===== src/rtl/xxh64_pkg.sv =====
// Constants and shared types of the xxHash64 stream hasher
`timescale 1ns / 1ps

package xxh64_pkg;

  // xxHash64 primes
  localparam logic [63:0] PRIME1 = 64'h9E3779B185EBCA87;
  localparam logic [63:0] PRIME2 = 64'hC2B2AE3D27D4EB4F;
  localparam logic [63:0] PRIME3 = 64'h165667B19E3779F9;
  localparam logic [63:0] PRIME4 = 64'h85EBCA77C2B2AE63;
  localparam logic [63:0] PRIME5 = 64'h27D4EB2F165667C5;

  // Request to the shared multiplier: hold run and operands until done
  typedef struct packed {
    logic        run;
    logic [63:0] a;
    logic [63:0] b;
  } mul_req_t;

  // Multiplier response: low 64 bits of the product, valid while done
  typedef struct packed {
    logic        done;
    logic [63:0] p;
  } mul_rsp_t;

endpackage


===== src/rtl/xxh64_mul.sv =====
// Shared 64x64 low-half multiplier built from one 32x32 multiplier over the steps LL, LH, HL and SUM
`timescale 1ns / 1ps

module xxh64_mul (
  input  logic               clk,
  input  logic               rst_n,
  input  xxh64_pkg::mul_req_t req,
  output xxh64_pkg::mul_rsp_t rsp
);

  typedef enum logic [1:0] {
    STEP_LL,
    STEP_LH,
    STEP_HL,
    STEP_SUM
  } step_t;

  step_t       step_r;
  logic [63:0] prod_r;
  logic [63:0] lo_r;
  logic [31:0] x;
  logic [31:0] y;

  // Pick the partial product for this step
  always_comb begin
    unique case (step_r)
      STEP_LL: begin
        x = req.a[31:0];
        y = req.b[31:0];
      end
      STEP_LH: begin
        x = req.a[31:0];
        y = req.b[63:32];
      end
      default: begin
        x = req.a[63:32];
        y = req.b[31:0];
      end
    endcase
  end

  // Advance the step counter and accumulate partial products
  always_ff @(posedge clk) begin
    if (!rst_n) begin
      step_r <= STEP_LL;
    end else if (req.run) begin
      unique case (step_r)
        STEP_LL:  step_r <= STEP_LH;
        STEP_LH:  step_r <= STEP_HL;
        STEP_HL:  step_r <= STEP_SUM;
        STEP_SUM: step_r <= STEP_LL;
      endcase
    end
  end

  always_ff @(posedge clk) begin
    if (req.run) begin
      prod_r <= 64'(x) * 64'(y);
      unique case (step_r)
        STEP_LH: lo_r <= prod_r;
        STEP_HL: lo_r <= lo_r + {prod_r[31:0], 32'h0};
        default: lo_r <= lo_r;
      endcase
    end
  end

  // Final cross term lands in the upper half
  assign rsp.done = req.run && (step_r == STEP_SUM);
  assign rsp.p    = lo_r + {prod_r[31:0], 32'h0};

endmodule


===== config.mk =====
export PLATFORM = sky130hd
export DESIGN_NAME = xxh64_mul
export DESIGN_NICKNAME = d
export VERILOG_FILES = /design/src/rtl/xxh64_pkg.sv /design/src/rtl/xxh64_mul.sv
export SDC_FILE = /design/constraint.sdc
export NUM_CORES = 2
export LEC_CHECK = 0
export BUFFER_PORTS_ARGS = -buffer_cell sky130_fd_sc_hd__buf_2
export CAP_MARGIN = 20
export CORE_MARGIN = 2
export CORE_UTILIZATION = 67
export DETAILED_ROUTE_END_ITERATION = 7
export GPL_TIMING_DRIVEN = 0
export HOLD_SLACK_MARGIN = 0.12
export PLACE_DENSITY = 0.86
export SLEW_MARGIN = 25
export SYNTH_ARGS = -nofsm -noshare
export SYNTH_HDL_FRONTEND = slang
export SYNTH_SLANG_ARGS = --single-unit

===== constraint.sdc =====
create_clock -name clk -period 27.8 [get_ports clk]
set_input_delay 4.17 -clock clk [delete_from_list [all_inputs] [get_ports clk]]
set_output_delay 4.17 -clock clk [all_outputs]
set_load 0.005 [all_outputs]

==> impl_results.rst <==
.. list-table::
   :header-rows: 1

   * - Metric
     - Value
   * - Largest stage delay on the critical path
     - around 900 ps
   * - Post-cts gate resize count
     - 0
   * - Highest achievable clock rate
     - between 70 and 80 MHz
   * - Total half-perimeter wirelength after legalization and detailed placement
     - around 120000 um
   * - Max-cap violations
     - 0
   * - WS Path Type
     - primary input to register
   * - Number of flops mapped to enable cells by yosys
     - roughly 130
   * - Area added between synthesis and finish
     - 6.81%
   * - Detailed-routed wire length on met3
     - 22400 um
   * - Post-Syn Instances
     - ~4200
   * - Count of endpoints failing hold in the final timing report
     - 0
   * - Multi-input gate area
     - approximately 31000 um2
   * - Total of buffers placed on input and output ports
     - just under 200
   * - Synthesized-area fraction occupied by xor and xnor cells
     - 0.0200
   * - Core area
     - between 50000 and 60000 um2
   * - Number of search-and-repair iterations in the first detailed-routing pass
     - 8
   * - Overall track demand over capacity in global routing
     - 0.508
   * - Vias after detailed routing
     - approximately 33000
   * - Grt total ovfl
     - 0
   * - Number of buffers inserted during clock tree synthesis
     - 17
   * - Number of setup violations in the final report
     - 0
   * - Highest routed layer
     - met5
   * - Root buffer cell
     - clkbuf_16
   * - Share of the synthesized area in the top cell type
     - 0.456
   * - Cell mode on critical path
     - fa_1
   * - Wire length of the first global-routing pass
     - 215000 um
   * - Setup repair after global routing missed its margin
     - no
   * - Placer congestion estimate
     - between 1 and 1.5
   * - Most instantiated library cell after synthesis
     - fa_1
   * - Total of flip-flops plus latches after synthesis
     - between 100 and 150
   * - Classification of the worst-slack hold path
     - register to register
   * - Category of the worst setup path capture point
     - register
   * - Via count of the first global-routing pass
     - approximately 34000
   * - Routed WL per cell
     - 28.8 um
   * - Clock period minus final worst setup slack
     - about 14000 ps
   * - Netlist Area Pre-Place
     - ~40000 um2
   * - Row count
     - 88
   * - Fin nets
     - between 5000 and 6000
   * - Number of nets produced by synthesis
     - 5545
   * - Total Routed Length
     - 150000 um
   * - Synth top area cells
     - fa_1 (46%), edfxtp_1 (9.8%), ha_1 (9.5%)
   * - I/O pin cnt
     - approximately 200
   * - CTS H-tree depth
     - 4
   * - Later-pin clock latency in the skew report
     - ~420 ps
   * - Post-layout utilization of the core
     - 0.727
   * - Share of synthesized area occupied by flip-flops and latches
     - 0.0985
   * - CTS tree
     - done
   * - Worst max-slew margin expressed relative to the limit
     - 0.168
   * - Pin count of the biggest net entering global routing
     - 71
   * - Worst path bufs/invs
     - 7
   * - Horizontal die dimension
     - about 250 um
   * - TNS Setup
     - 0 ps
   * - Compound-gate portion of the synthesized area
     - 0.0527
   * - Status
     - completed
   * - Overall die height
     - approximately 250 um
   * - Sinks on Clock Net
     - 130
   * - Worst Setup Start Kind
     - primary input
   * - Required time at the endpoint of the critical path
     - roughly 28000 ps
   * - Maximum buffer depth of the clock tree
     - 2
   * - Via/cell ratio
     - around 6.4
   * - Synth Flop Type
     - edfxtp_1
   * - Count of cell types in the netlist
     - between 70 and 80
   * - DRC errors left
     - 0
   * - Data arrival time of the worst path
     - 13730 ps
   * - Number of design-rule violations left by the first detailed-router iteration
     - around 3800
   * - Family with the most delay on the worst path
     - adder cells
   * - Combinational family with the most area after synthesis
     - adder cells
   * - Number of max-slew violations in the final report
     - 0
   * - Fill cell count
     - between 4000 and 5000
   * - Antenna violations before repair
     - 9
   * - Slowest stage cell, crit path
     - clkbuf_1
   * - Warnings from Yosys
     - 0
   * - Simple logic cell fraction of the synthesized area
     - 0.128
   * - Hold Buf Count CTS
     - 0
   * - Sequential standard cell area
     - between 3000 and 4000 um2
   * - Adder-Cell Fraction of Synth Area
     - 0.551
   * - Routed wire length on met2
     - approximately 62000 um
   * - Share of layout cells above drive strength 1
     - 0.0942
   * - Number of buffers inserted to repair setup after CTS
     - 0
   * - FFs w/ async S/R, synth
     - 0
   * - Final worst clock skew
     - just under 9 ps
   * - Average cell area after synthesis
     - 9.35 um2
   * - Final worst path period share
     - 0.488
   * - Area of the die
     - between 60000 and 70000 um2
   * - Post-route met1 wirelength
     - approximately 48000 um
   * - Top fanout value on the critical path
     - 10
   * - Library cell occupying the most area in the post-synthesis netlist
     - fa_1
   * - Residual antenna-violating net count after detailed routing
     - 0
   * - Clock Pin Slew Worst Setup and Hold Paths
     - approximately 50 ps
   * - Share of synthesized area spent on multiplexers
     - 0.0434
   * - Effective utilization at floorplan
     - 0.681
   * - List of most frequent post-synthesis cells
     - fa_1 (897), inv_1 (869), nor2_1 (629)
   * - Worst-margin pin slew
     - around 1200 ps
==> cell type report <==
cell class | instances | area share
multi-input cells | 2994 | 0.746
flip-flops and latches | 130 | 0.0923
inverters | 869 | 0.0775
repair buffers | 201 | 0.0250
plain buffers | 224 | 0.0234
well taps | 765 | 0.0227
clock buffers | 19 | 0.0103
clock inverters | 12 | 0.00223
diodes | 4 | 0.000238
==> stage by stage <==
stage                     hold WS (ps)  setup slack [ps]  std cells  area (um2)
after detailed placement           536             14090       5182       41500
after CTS                          554             14500       5213       42100
final                              555             14220       5218       42100
after global routing               564             14160       5214       42100
after global placement             531             13420       5177       41300
after floorplan                    525             16270       4217       39400
==> layer usage <==
layer	vias up	GRT usage
li1	13200	-
met4	9	0.436
met2	2732	0.725
met3	889	0.195
met5	-	0
met1	16400	0.605
==> sequential cells by signal (all words and copies together), names as in the netlist <==
name and cells:
prod_r 64, step_r 2, lo_r 64
==> logic make-up after synthesis <==
logic type | after synthesis
muxes | 159
buffers and inverters | 1093
xor gates and xnor gates | 90
adders and majority gates | 1197
DFF | 130
and+or+nand+nor | 1246
AOI/OAI and AO/OA | 302
==> layout by cell type, fill, tap and decap left out, types with 89 or more instances in the layout <==
cell type / netlist / final
buf_2: 0 / 199
nand2_1: 477 / 477
ha_1: 300 / 300
edfxtp_1: 128 / 128
mux2_2: 94 / 94
fa_1: 897 / 897
a21oi_1: 89 / 89
nor2_1: 629 / 629
inv_1: 869 / 869
clkbuf_1: 178 / 166
==> path summary, 6_finish.rpt <==
check,from,end,slack [ps],cells past startpoint
hold / removal,prod_r[34],lo_r[34],550,1
setup reg to reg,step_r[1],prod_r[61],14390,34
setup / recovery,req[41],prod_r[61],14220,28
hold reg to reg,prod_r[34],lo_r[34],550,1
Power is not shown: default switching activity piles up to over one toggle a cycle in this logic, so the estimate is an artifact.
